$ cat src/rtl/core/hcs_pkg.sv
// ----------------------------------------------------------------------------
// hcs_pkg
// Shared constants and types of the Hamiltonian cycle search block.
// ----------------------------------------------------------------------------
package hcs_pkg;

  // Graph size and derived widths
  localparam int VERTICES = 16;
  localparam int VIDX_W   = $clog2(VERTICES);      // vertex number
  localparam int VCNT_W   = $clog2(VERTICES + 1);  // depth / candidate count
  localparam int ROW_W    = VERTICES;              // one adjacency row

  localparam logic [VCNT_W-1:0] VCNT_MAX = VCNT_W'(VERTICES);

  // Stream payload layout
  localparam int S_FIELD_W = 4 + 16 + 4;           // row_index, row_bits, start_vertex
  localparam int S_TDATA_W = ((S_FIELD_W + 7) / 8) * 8;
  localparam int M_FIELD_W = 4;                    // vertex
  localparam int M_TDATA_W = ((M_FIELD_W + 7) / 8) * 8;

  // Item kinds on the input stream
  typedef enum logic {
    OP_LOAD   = 1'b0,
    OP_SEARCH = 1'b1
  } op_e;

  // Row write into the adjacency store
  typedef struct packed {
    logic              en;
    logic [VIDX_W-1:0] addr;
    logic [ROW_W-1:0]  data;
  } adj_wr_t;

  // Edge query: current path end and candidate vertex
  typedef struct packed {
    logic [VIDX_W-1:0] prev;
    logic [VIDX_W-1:0] cand;
  } adj_rd_t;

endpackage

$ cat src/rtl/core/hcs_ram.sv
// ----------------------------------------------------------------------------
// hcs_ram
// Generic RAM: one write port, two read ports with registered read data.
// ----------------------------------------------------------------------------
module hcs_ram #(
  parameter int WIDTH = 16,
  parameter int DEPTH = 16
) (
  input  logic                     clk_i,
  input  logic                     we_i,
  input  logic [$clog2(DEPTH)-1:0] waddr_i,
  input  logic [WIDTH-1:0]         wdata_i,
  input  logic [$clog2(DEPTH)-1:0] raddr_a_i,
  input  logic [$clog2(DEPTH)-1:0] raddr_b_i,
  output logic [WIDTH-1:0]         rdata_a_o,
  output logic [WIDTH-1:0]         rdata_b_o
);

  logic [WIDTH-1:0] mem_q [DEPTH];

  always_ff @(posedge clk_i) begin
    if (we_i) begin
      mem_q[waddr_i] <= wdata_i;
    end
    rdata_a_o <= mem_q[raddr_a_i];
    rdata_b_o <= mem_q[raddr_b_i];
  end

endmodule

$ cat src/rtl/core/hcs_adj.sv
// ----------------------------------------------------------------------------
// hcs_adj
// Adjacency store with per-row valid bits; answers one undirected edge
// query per fetch (either direction's bit counts).
// ----------------------------------------------------------------------------
module hcs_adj
  import hcs_pkg::*;
(
  input  logic    clk_i,
  input  logic    rst_ni,
  input  adj_wr_t wr_i,
  input  adj_rd_t rd_i,     // held stable from fetch to evaluate
  output logic    linked_o
);

  logic [VERTICES-1:0] row_vld_q;
  logic [ROW_W-1:0]    row_prev;
  logic [ROW_W-1:0]    row_cand;

  hcs_ram #(
    .WIDTH (ROW_W),
    .DEPTH (VERTICES)
  ) u_ram (
    .clk_i     (clk_i),
    .we_i      (wr_i.en),
    .waddr_i   (wr_i.addr),
    .wdata_i   (wr_i.data),
    .raddr_a_i (rd_i.prev),
    .raddr_b_i (rd_i.cand),
    .rdata_a_o (row_prev),
    .rdata_b_o (row_cand)
  );

  // Rows never written since reset read as zero
  always_ff @(posedge clk_i or negedge rst_ni) begin
    if (!rst_ni) begin
      row_vld_q <= '0;
    end else if (wr_i.en) begin
      row_vld_q[wr_i.addr] <= 1'b1;
    end
  end

  assign linked_o = (row_vld_q[rd_i.prev] & row_prev[rd_i.cand]) |
                    (row_vld_q[rd_i.cand] & row_cand[rd_i.prev]);

endmodule

$ cat src/rtl/core/hcs_search.sv
// ----------------------------------------------------------------------------
// hcs_search
// Backtracking sequencer: explicit path / resume stacks, visit marks, one
// candidate edge test per fetch-evaluate pair, and the result register.
// ----------------------------------------------------------------------------
module hcs_search
  import hcs_pkg::*;
(
  input  logic              clk_i,
  input  logic              rst_ni,
  input  logic              start_i,        // search item accepted
  input  logic [VIDX_W-1:0] start_vertex_i,
  output logic              ready_o,
  output adj_rd_t           adj_rd_o,
  input  logic              linked_i,
  output logic              m_valid_o,
  input  logic              m_ready_i,
  output logic [VIDX_W-1:0] vertex_o,
  output logic              found_o,
  output logic              last_o
);

  typedef enum logic [2:0] {
    ST_IDLE,
    ST_FETCH,
    ST_EVAL,
    ST_EMIT,
    ST_FAIL
  } state_e;

  state_e              state_q;
  logic [VCNT_W-1:0]   depth_q;
  logic [VCNT_W-1:0]   cand_q;
  logic [VCNT_W-1:0]   out_idx_q;
  logic [VIDX_W-1:0]   start_q;
  logic [VERTICES-1:0] visited_q;
  logic [VIDX_W-1:0]   path_q [VERTICES];
  logic [VCNT_W-1:0]   res_q  [VERTICES];

  logic                m_valid_q;
  logic [VIDX_W-1:0]   vertex_q;
  logic                found_q;
  logic                last_q;

  logic [VCNT_W-1:0]   depth_m1;
  logic [VIDX_W-1:0]   rd_idx;
  logic [VIDX_W-1:0]   prev;
  logic                cand_done;
  logic                full;
  logic                advance;
  logic                closes;
  logic                out_free;
  logic                emit_fire;

  // Path read port: path end while searching, emit index while emitting
  assign depth_m1  = depth_q - VCNT_W'(1);
  assign rd_idx    = (state_q == ST_EMIT) ? out_idx_q[VIDX_W-1:0] : depth_m1[VIDX_W-1:0];
  assign prev      = path_q[rd_idx];

  assign cand_done = (cand_q == VCNT_MAX);
  assign full      = (depth_q == VCNT_MAX);
  assign advance   = !cand_done && linked_i && !full && !visited_q[cand_q[VIDX_W-1:0]];
  assign closes    = !cand_done && linked_i && full && (cand_q[VIDX_W-1:0] == start_q);
  assign out_free  = !m_valid_q || m_ready_i;
  assign emit_fire = ((state_q == ST_EMIT) || (state_q == ST_FAIL)) && out_free;

  assign adj_rd_o.prev = prev;
  assign adj_rd_o.cand = cand_q[VIDX_W-1:0];

  // Sequencer, visit marks and result register
  always_ff @(posedge clk_i or negedge rst_ni) begin
    if (!rst_ni) begin
      state_q   <= ST_IDLE;
      depth_q   <= '0;
      cand_q    <= '0;
      out_idx_q <= '0;
      start_q   <= '0;
      visited_q <= '0;
      m_valid_q <= 1'b0;
      vertex_q  <= '0;
      found_q   <= 1'b0;
      last_q    <= 1'b0;
    end else begin
      // Output valid: set when a result is loaded, cleared when taken
      if (emit_fire) begin
        m_valid_q <= 1'b1;
      end else if (m_ready_i) begin
        m_valid_q <= 1'b0;
      end
      case (state_q)
        ST_IDLE: begin
          if (start_i) begin
            start_q   <= start_vertex_i;
            visited_q <= {{(VERTICES-1){1'b0}}, 1'b1} << start_vertex_i;
            depth_q   <= VCNT_W'(1);
            cand_q    <= '0;
            state_q   <= ST_FETCH;
          end
        end
        ST_FETCH: begin
          state_q <= ST_EVAL;
        end
        ST_EVAL: begin
          if (cand_done) begin
            // level exhausted: backtrack or give up
            if (depth_q <= VCNT_W'(1)) begin
              state_q <= ST_FAIL;
            end else begin
              visited_q[prev] <= 1'b0;
              depth_q <= depth_m1;
              cand_q  <= res_q[depth_m1[VIDX_W-1:0]];
              state_q <= ST_FETCH;
            end
          end else if (closes) begin
            out_idx_q <= '0;
            state_q   <= ST_EMIT;
          end else if (advance) begin
            visited_q[cand_q[VIDX_W-1:0]] <= 1'b1;
            depth_q <= depth_q + VCNT_W'(1);
            cand_q  <= '0;
            state_q <= ST_FETCH;
          end else begin
            cand_q  <= cand_q + VCNT_W'(1);
            state_q <= ST_FETCH;
          end
        end
        ST_EMIT: begin
          if (out_free) begin
            vertex_q  <= (out_idx_q == VCNT_MAX) ? start_q : prev;
            found_q   <= 1'b1;
            last_q    <= (out_idx_q == VCNT_MAX);
            out_idx_q <= out_idx_q + VCNT_W'(1);
            if (out_idx_q == VCNT_MAX) begin
              state_q <= ST_IDLE;
            end
          end
        end
        ST_FAIL: begin
          if (out_free) begin
            vertex_q  <= '0;
            found_q   <= 1'b0;
            last_q    <= 1'b1;
            state_q   <= ST_IDLE;
          end
        end
        default: begin
          state_q <= ST_IDLE;
        end
      endcase
    end
  end

  // Path and resume stacks
  always_ff @(posedge clk_i) begin
    if (state_q == ST_IDLE && start_i) begin
      path_q[0] <= start_vertex_i;
    end
    if (state_q == ST_EVAL && advance) begin
      path_q[depth_q[VIDX_W-1:0]] <= cand_q[VIDX_W-1:0];
      res_q[depth_q[VIDX_W-1:0]]  <= cand_q + VCNT_W'(1);
    end
  end

  assign ready_o   = (state_q == ST_IDLE);
  assign m_valid_o = m_valid_q;
  assign vertex_o  = vertex_q;
  assign found_o   = found_q;
  assign last_o    = last_q;

endmodule

$ cat src/rtl/core/hamiltonian_cycle_search.sv
// ----------------------------------------------------------------------------
// hamiltonian_cycle_search
// Adjacency row loader and depth-first Hamiltonian cycle search.
// ----------------------------------------------------------------------------
// Input stream (s_axis): tuser selects the item kind. A load item writes one
// adjacency row and is taken every cycle while idle; it gives no result. A
// search item looks for a cycle through all vertices from start_vertex; an
// edge exists if either direction's bit is set, and neighbors are tried in
// ascending order.
// Output stream (m_axis): on success the path vertices in visit order, then
// the start vertex again with tlast; tuser (found) is high on all. On failure
// one item with found low, vertex zero and tlast high.
// Timing: each fetch-evaluate pair (adjacency RAM fetch, then evaluate)
// covers one candidate test or one exhausted level; the number of pairs
// is data dependent. After the search item is accepted, ready stays low
// until the last result is in the output register. Results leave one per
// cycle while the receiver takes them; a stall holds the result register
// and the sequencer waits. The last result may still wait while the next
// item is accepted. Reset clears the adjacency valid bits (all rows read
// as zero), the visit marks and the output valid; ready is high once reset
// is released.
// ----------------------------------------------------------------------------
module hamiltonian_cycle_search
  import hcs_pkg::*;
(
  input  logic                 clk_i,
  input  logic                 rst_ni,
  input  logic                 s_axis_tvalid,
  output logic                 s_axis_tready,
  input  logic [S_TDATA_W-1:0] s_axis_tdata,   // row_index, row_bits, start_vertex
  input  logic                 s_axis_tuser,   // op
  output logic                 m_axis_tvalid,
  input  logic                 m_axis_tready,
  output logic [M_TDATA_W-1:0] m_axis_tdata,   // vertex
  output logic                 m_axis_tuser,   // found
  output logic                 m_axis_tlast    // last
);

  logic              s_accept;
  logic [VIDX_W-1:0] row_index;
  logic [ROW_W-1:0]  row_bits;
  logic [VIDX_W-1:0] start_vertex;
  adj_wr_t           adj_wr;
  adj_rd_t           adj_rd;
  logic              linked;
  logic [VIDX_W-1:0] vertex;

  // Input item decode
  assign s_accept     = s_axis_tvalid && s_axis_tready;
  assign row_index    = s_axis_tdata[3:0];
  assign row_bits     = s_axis_tdata[19:4];
  assign start_vertex = s_axis_tdata[23:20];

  assign adj_wr.en   = s_accept && (s_axis_tuser == OP_LOAD) &&
                       ({1'b0, row_index} < VCNT_MAX);
  assign adj_wr.addr = row_index;
  assign adj_wr.data = row_bits;

  hcs_adj u_adj (
    .clk_i    (clk_i),
    .rst_ni   (rst_ni),
    .wr_i     (adj_wr),
    .rd_i     (adj_rd),
    .linked_o (linked)
  );

  hcs_search u_search (
    .clk_i          (clk_i),
    .rst_ni         (rst_ni),
    .start_i        (s_accept && (s_axis_tuser == OP_SEARCH)),
    .start_vertex_i (start_vertex),
    .ready_o        (s_axis_tready),
    .adj_rd_o       (adj_rd),
    .linked_i       (linked),
    .m_valid_o      (m_axis_tvalid),
    .m_ready_i      (m_axis_tready),
    .vertex_o       (vertex),
    .found_o        (m_axis_tuser),
    .last_o         (m_axis_tlast)
  );

  assign m_axis_tdata = {{(M_TDATA_W - VIDX_W){1'b0}}, vertex};

`ifndef SYNTH
  // A search keeps the input side closed on the following cycle
  a_search_blocks: assert property (@(posedge clk_i) disable iff (!rst_ni)
    (s_axis_tvalid && s_axis_tready && (s_axis_tuser == OP_SEARCH)) |=> !s_axis_tready)
    else $error("input ready right after a search item");

  // A failure report is a single closing item with vertex zero
  a_fail_form: assert property (@(posedge clk_i) disable iff (!rst_ni)
    (m_axis_tvalid && !m_axis_tuser) |-> (m_axis_tlast && (m_axis_tdata == '0)))
    else $error("malformed failure result");

  // Results only appear while the sequencer is busy or just finished
  a_result_origin: assert property (@(posedge clk_i) disable iff (!rst_ni)
    $rose(m_axis_tvalid) |-> !$past(s_axis_tready) || $past(m_axis_tvalid))
    else $error("result raised from an idle sequencer");
`endif

endmodule
$ cat config.mk
export PLATFORM = sky130hd
export DESIGN_NAME = hamiltonian_cycle_search
export DESIGN_NICKNAME = d
export VERILOG_FILES = /design/src/rtl/core/hcs_pkg.sv /design/src/rtl/core/hcs_ram.sv /design/src/rtl/core/hcs_adj.sv /design/src/rtl/core/hcs_search.sv /design/src/rtl/core/hamiltonian_cycle_search.sv
export SDC_FILE = /design/constraint.sdc
export NUM_CORES = 1
export LEC_CHECK = 0
export BUFFER_PORTS_ARGS = -buffer_cell sky130_fd_sc_hd__buf_2
export CORE_ASPECT_RATIO = 1.5
export CORE_MARGIN = 5
export CORE_UTILIZATION = 40
export CTS_BUF_LIST = sky130_fd_sc_hd__clkbuf_16
export DETAILED_ROUTE_END_ITERATION = 10
export PLACE_DENSITY = 0.57
export RECOVER_POWER = 100
export SLEW_MARGIN = 0
export SYNTH_ARGS = -nofsm -noshare
export SYNTH_HDL_FRONTEND = slang
export SYNTH_SLANG_ARGS = --single-unit
$ cat constraint.sdc
create_clock -name clk_i -period 7.9 [get_ports clk_i]
set_clock_uncertainty 0.15 [all_clocks]
set_input_delay 1.185 -clock clk_i [delete_from_list [all_inputs] [get_ports clk_i]]
set_output_delay 1.185 -clock clk_i [all_outputs]
set_load 0.01 [all_outputs]
# [Yosys cells after proc, flatten, opt, wreduce, memory -nomap -nowiden]
# Memory sizes are Yosys's and may differ from the RTL's. A register that Yosys moved wholly into a read port is not among the register bits.
# Index checks and enable logic that the tools add are counted.
# W data, S select, Z words.
[word_totals] output_inout_bits=12 word_cells=150 n_memories=3 romBits=0 register_bits=61 latch_bits=0 ram_bits=400 in_bits=29
[classes] n_eq_ne=17 addsub=4 bitwise_logic=8 n_lt_le_gt_ge=7 n_shift=1 n_mux=67 div=0 reduce_logical=32 multipliers=0
[memory_table] name="u_adj.u_ram.mem_q" depth=16 word_bits=16 read_ports=2 rd_clocked_by_memory_dff=2 write_ports=1 line_no="hcs_ram.sv:19" rtl="logic [WIDTH-1:0] mem_q [DEPTH];"
[memory_table] name="u_search.res_q" depth=16 word_bits=5 read_ports=1 rd_clocked_by_memory_dff=0 write_ports=1 line_no="hcs_search.sv:38" rtl="logic [VCNT_W-1:0] res_q [VERTICES];"
[memory_table] name="u_search.path_q" depth=16 word_bits=4 read_ports=1 rd_clocked_by_memory_dff=0 write_ports=1 line_no="hcs_search.sv:37" rtl="logic [VIDX_W-1:0] path_q [VERTICES];"
[op_table] op="$mux W16" n=5
[op_table] op="$mux W5" n=13
[op_table] op="$or A16 B16 Y16" n=2
[op_table] op="$pmux W16 S2" n=1
[op_table] op="$pmux W5 S2" n=3
[op_table] op="$mux W4" n=6
[op_table] op="$bmux W1 S4" n=5
[op_table] op="$mux W1" n=20
[op_table] op="$mux W3" n=6
[op_table] op="$and A16 B16 Y16" n=1
[op_table] op="$not A16 Y16" n=1
[op_table] op="$shl A1 B4 Y16 const A" n=1
[op_table] op="$add A5 B1 Y5 const B" n=3
[op_table] op="$eq A5 B5 Y1 const B" n=3
[op_table] op="$lt A4 B5 Y1 const B" n=3
[op_table] op="$pmux W3 S5" n=1
[op_table] op="$logic_and A1 B1 Y1" n=14
[op_table] op="$demux W1 S4" n=3
[op_table] op="$ge A4 B1 Y1 const B" n=3
[op_table] op="$reduce_and A4 Y1" n=3
[op_table] op="$ne A2 B1 Y1 const B" n=4
[op_table] op="$pmux W4 S2" n=1
[op_table] op="$reduce_bool A2 Y1" n=4
[op_table] op="$eq A3 B2 Y1 const B" n=2
[op_table] op="21 further kinds" n=28

# [Depth between registers and ports, before layout]
# An unclocked memory read counts as a cell.
[depth] depth_word=15 depth_mapped=23 ltp_nobuf=13

# [Hierarchy]
# Synthesis repeated with hierarchy kept, for this count alone.
[hier_totals] cells_unflattened=1357 area_unflattened_um2=22569.1
[modules_own_cells] mod="hcs_ram" area_each_um2=12360.6 cells_per_inst=585 n_inst=1
[modules_own_cells] mod="hcs_search" area_each_um2=9028.7 cells_per_inst=676 n_inst=1
[modules_own_cells] mod="hcs_adj" area_each_um2=1129.8 cells_per_inst=89 n_inst=1
[modules_own_cells] mod="hamiltonian_cycle_search" area_each_um2=50.0 cells_per_inst=7 n_inst=1

# [Worst setup path after synthesis]
# Ideal clock, no wire load.
[synth_path] kind="flip-flop to flip-flop" from="register u_search.depth_q[0]" to="memory u_search.path_q[0][0] (netlist name), data pin" path_buffers=11 path_slack_ns=1.640 path_stages_with_launch=22 arrival_ns=5.779 period_less_slack_ns=6.260 path_cell_list="dfrtp_1 buf_6 buf_6 buf_4 buf_1 clkbuf_1 inv_1 ha_1 buf_2 buf_2 mux4_2 mux2_2 o311ai_1 buf_4 buf_2 mux2i_1 o21ai_1 a2bb2oi_2 or3_1 buf_2 buf_1 o21ai_0"
[synth_via] elab_chain_cells=15 elab_cells_between_ends=20 classes_between="add/sub: 1; eq/ne: 1; mux: 8; bitwise: 3; reduce/logical: 6; memory: 1"
[synth_rtl] item="start: declaration" line_no="hcs_search.sv:32" rtl="logic [VCNT_W-1:0] depth_q;"
[synth_rtl] item="start signal: assignment" line_no="hcs_search.sv:110" rtl="depth_q <= depth_m1;"
[synth_rtl] item="start signal: assignment" line_no="hcs_search.sv:119" rtl="depth_q <= depth_q + VCNT_W'(1);"
[synth_rtl] item="$sub A5 B1 Y5" line_no="hcs_search.sv:56" rtl="assign depth_m1 = depth_q - VCNT_W'(1);"
[synth_rtl] item="$mux W4" line_no="hcs_search.sv:57" rtl="assign rd_idx = (state_q == ST_EMIT) ? out_idx_q[VIDX_W-1:0] : depth_m1[VIDX_W-1:0];"
[synth_rtl] item="$mem_v2 Z16 W4"
[synth_rtl] item="$bmux W1 S4, on equally long branches" line_no="hcs_adj.sv:43, hcs_adj.sv:44"
[synth_rtl] item="$mux W1, on equally long branches" line_no="hcs_adj.sv:43, hcs_adj.sv:44"
[synth_rtl] item="$and A1 B1 Y1, on equally long branches" line_no="hcs_adj.sv:43, hcs_adj.sv:44"
[synth_rtl] item="$or A1 B1 Y1" line_no="hcs_adj.sv:43" rtl="assign linked_o = (row_vld_q[rd_i.prev] & row_prev[rd_i.cand]) |"
[synth_rtl] item="$logic_and A1 B1 Y1" line_no="hcs_search.sv:62" rtl="assign advance = !cand_done && linked_i && !full && !visited_q[cand_q[VIDX_W-1:0]];"
[synth_rtl] item="$logic_and A1 B1 Y1 * (2 in series)" line_no="hcs_search.sv:62"
[synth_rtl] item="$logic_and A1 B1 Y1 *" line_no="hcs_search.sv:158" rtl="if (state_q == ST_EVAL && advance) begin"
[synth_rtl] item="$mux W1 *" line_no="hcs_search.sv:158"
[synth_rtl] item="$mux W1 (implied by the code) *" line_no="hcs_search.sv:159" rtl="path_q[depth_q[VIDX_W-1:0]] <= cand_q[VIDX_W-1:0];"
[synth_rtl] item="$reduce_or A4 Y1 (no line) *"
[synth_rtl] item="$mux W4 (no line) *"
[synth_rtl] item="end: declaration" line_no="hcs_search.sv:37"
# Every way passes the cells marked *; elsewhere a longest branch is shown, timed or not. The select of a mux whose other input is x is not followed.

# [Worst setup path in the final report]
[layout_path] from="register u_search.depth_q[0]" to="memory u_search.path_q[12][3] (netlist name) (enable)"
[layout_via] elab_chain_cells=15 elab_cells_between_ends=21 classes_between="add/sub: 1; eq/ne: 1; mux: 9; bitwise: 3; reduce/logical: 6; memory: 1"
[layout_rtl] item="$sub A5 B1 Y5" line_no="hcs_search.sv:56"
[layout_rtl] item="$mux W4" line_no="hcs_search.sv:57"
[layout_rtl] item="$mem_v2 Z16 W4"
[layout_rtl] item="$bmux W1 S4, on equally long branches" line_no="hcs_adj.sv:43, hcs_adj.sv:44"
[layout_rtl] item="$mux W1, on equally long branches" line_no="hcs_adj.sv:43, hcs_adj.sv:44"
[layout_rtl] item="$and A1 B1 Y1, on equally long branches" line_no="hcs_adj.sv:43, hcs_adj.sv:44"
[layout_rtl] item="$or A1 B1 Y1" line_no="hcs_adj.sv:43"
[layout_rtl] item="$logic_and A1 B1 Y1 (3 in series)" line_no="hcs_search.sv:62"
[layout_rtl] item="$logic_and A1 B1 Y1" line_no="hcs_search.sv:158"
[layout_rtl] item="$mux W1" line_no="hcs_search.sv:158"
[layout_rtl] item="$mux W1 (implied by the code)" line_no="hcs_search.sv:159"
[layout_rtl] item="$reduce_or A4 Y1 (no line)"
[layout_rtl] item="$mux W4 (no line) or $mux W1 (tied branches)"
# Parallel ways exist; a longest one is shown, timed or not. The select of a mux whose other input is x is not followed.

==> out/results.tsv <==
metric	value	unit
fin_tns_setup	0	ps
post_cts_resize_count	0	
seqPwrFrac	30.6	%
seq_area_frac_synth	61.4	%
synth_cells	1576	
hold_depth	1	
rr_worst_depth	13	
chipWidth	206	µm
cts-htree-levels	2	
rsz0062_at_grt	no	
p_int	6650	µW
drt_wl_total	61.7	mm
cts-root-buf	clkbuf_16	
outcome	finished with violations	
antenna_found_initial	4	
cts_tree	yes	
critPathMaxFanout	31	
seq_area	14200	µm²
postCtsSetupBuffers	0	
final_hold_viol_count	0	
multi_input_area	8330	µm²
violations	capacitance limit, slew limit	
stdcell_count	2387	
r2r-start	u_search.depth_q[0]	
power_density	446	nW/µm²
crit_required	7990	ps
nets	1622	
clkPwrFrac	20.6	%
critPathKind	flop to flop	
cts.sinks	493	
ant_nets	0	
swShare	41.6	%
post-route-drc-count	0	
async_reset_ff_share	12.4	%
ys_ff_latch	493	
slew_violations	317	
drt_iter0_markers	1063	
placed_cells	2294	
relSlewSlack	-144	%
critPathCapture	u_search.path_q[12][3]	
yosys.area.top_type	edfxtp_1	
worstSetupStartpointType	flop	
ios	41	
cts.reportedPaths.clkPinSlew	60	ps
ctsHoldBuffers	0	
ys_warn_count	0	
maxCapViolations	15	
place_hpwl	38.5	mm
grt_max_degree	69	
regToRegEndpoint	u_search.path_q[12][3]	
tightestPinTransition	3660	ps
cp-end-kind	flop	
min_from	u_search.found_o	
cts_made_buffers	49	
die_y	304	µm
finalSetupViolCount	0	
cp.arrival	6920	ps
track_usage	19.7	%
via_per_inst	5.88	
grt_pass1_vias	14522	
final.min_clock_period	6830	ps
dp_worst_setup_slack	1570	ps
overflow	0	
synth_top_area_share	52.1	%
synth.area.top_cells	edfxtp_1 (52%), mux4_2 (14%), dfrtp_1 (6.6%)	
power.switching	4750	µW
max-vdd-ir-drop	0.369	mV
clk_path_buf_depth	3	
area_growth	10.8	%
die_area	62700	µm²
n_fill_cell	5165	
p_leak	0.00846	µW
start_util	40.5	%
portBuffers	36	
synthFlopType	edfxtp_1	
synth_area	23100	µm²
synth.distinct_cells	68	
rows	107	
synth_edf_count	400	
final.setup.worst_slack	1070	ps
via_count	14046	
max_freq	146	MHz
drt-pass1-iter-count	5	
syn_avg_cell_area	14.6	µm²
r2r_slack	1070	ps
combPwrFrac	48.7	%
globalplace.congestion	0.848	
insertion_delay	610	ps
grt_pass1_wl	92.7	mm
core_area	57000	µm²
setup.worst_path.start	u_search.depth_q[0]	
wl_per_cell	25.9	µm
fin_crit_sh	86.5	%
drive_gt1_share	19.5	%
hold_path_class	flop to flop	
holdWs	335	ps
## per-layer routing
metal	up-vias	share of wire [%]	wire length, µm	track usage, %
li1	6199	-	-	-
met1	7300	38	23600	23.8
met2	426	54	33200	35.5
met3	117	4.4	2700	2.64
met4	4	3.6	2220	7.01
met5	-	0.053	33	0
## cell usage after synthesis, types with 4 or more instances
library cell and n:
nand2b_1 10, o32ai_1 16, nor2b_1 7, dfrtp_1 61
a21oi_1 21, o211ai_1 20, buf_2 11, nand3b_1 5
a311o_1 16, a211oi_1 66, nor2_1 74, xor2_1 6
mux2_2 33, inv_1 16, nand2_1 213, buf_4 9
mux2i_1 44, xnor2_1 6, o221ai_1 4, nor4_1 4
a31oi_1 36, clkbuf_1 84, mux2_1 5, nand3_1 31
nand4_1 4, buf_6 4, buf_1 18, mux4_2 147
a311oi_1 16, edfxtp_1 400, and2_1 50, or2_2 18
a22o_1 5, nor3_1 19, or3_1 4, ha_1 11
dfxtp_1 32, o21ai_0 18
## sequential cells by signal, indices dropped and copies added (netlist names), 4 cells and up
name                   cells
u_adj.u_ram.mem_q        256
u_adj.u_ram.rdata_b_o     16
u_search.cand_q            5
u_search.start_q           4
u_search.path_q           64
u_search.res_q            80
u_search.depth_q           5
u_search.vertex_o          4
u_adj.row_vld_q           16
u_search.out_idx_q         5
u_search.visited_q        16
u_adj.u_ram.rdata_a_o     16
## cell families after synthesis
logic type / synth area share (%)
flip-flops: 61.4
other: 0.0163
AO/OA/AOI/OAI: 7.80
multiplexers: 18.1
XOR/XNOR: 0.455
buffers and inverters: 2.66
AND/OR/NAND/NOR: 8.91
adder cells (fa/ha/maj): 0.596
## how the worst min path moves through the flow
stage                               end  slack (ps)
detailed placement     u_search.found_o         320
floorplan           u_adj.row_vld_q[13]         300
finish                 u_search.found_o         330
global route           u_search.found_o         360
global placement       u_search.found_o         310
CTS                    u_search.found_o         330
## layout make-up
type	instances	share of cell area, %
clock buffer	51	4.99
tap	763	3.73
sequential	493	55.5
timing repair buffer	78	1.53
clock inverter	41	1.40
inverter	17	0.259
multi-input combinational	943	32.6
antenna	1	0.00979
## worst max-delay path: stages (launching register included)
cell,delay (ps)
dfrtp_1,1170
inv_1,330
ha_1,980
mux4_2,410
mux2_2,330
o311ai_4,280
buf_4,430
inv_4,190
mux2i_1,250
o221ai_2,120
a2bb2oi_2,180
or3_1,640
or2_1,460
nor3_1,470
## layout by cell type (no fill, tap or decap), types with 7 or more instances in the layout
cell type / count
a31oi_1: 36
clkinv_1: 10
clkbuf_1: 43
a311o_1: 16
nor3_1: 19
and2_1: 48
clkinv_2: 9
or2_2: 18
mux2_1: 7
buf_4: 22
ha_1: 11
nor2_1: 73
mux2i_1: 43
nand3_1: 31
o21ai_0: 18
clkbuf_16: 51
o211ai_1: 21
a21oi_1: 21
buf_2: 12
dfrtp_1: 58
o32ai_1: 16
dfxtp_1: 32
nand2_1: 213
inv_1: 29
mux4_2: 147
nand2b_1: 10
a211oi_1: 66
mux2_2: 31
a311oi_1: 16
edfxtp_1: 400
## power groups by stage
| stage | Sequential, µW | Clock [µW] | Combinational (µW) |
|---|---|---|---|
| final | 3490 | 2350 | 5560 |
| after global routing | 3530 | 2510 | 6100 |
| after CTS | 3500 | 2410 | 5620 |
| after detailed placement | 3550 | 0 | 5610 |
| after global placement | 3550 | 0 | 5550 |
| after floorplan | 3320 | 0 | 4260 |
## per-stage QoR
stage	util, %	area (µm²)	total power [µW]
after floorplan	-	23100	7580
after global placement	42.2	24100	9090
after detailed placement	42.2	24100	9160
after CTS	45.1	25700	11500
after global routing	44.8	25600	12100
final	44.8	25600	11400
No activity file was read; power rests on OpenSTA's default activity.
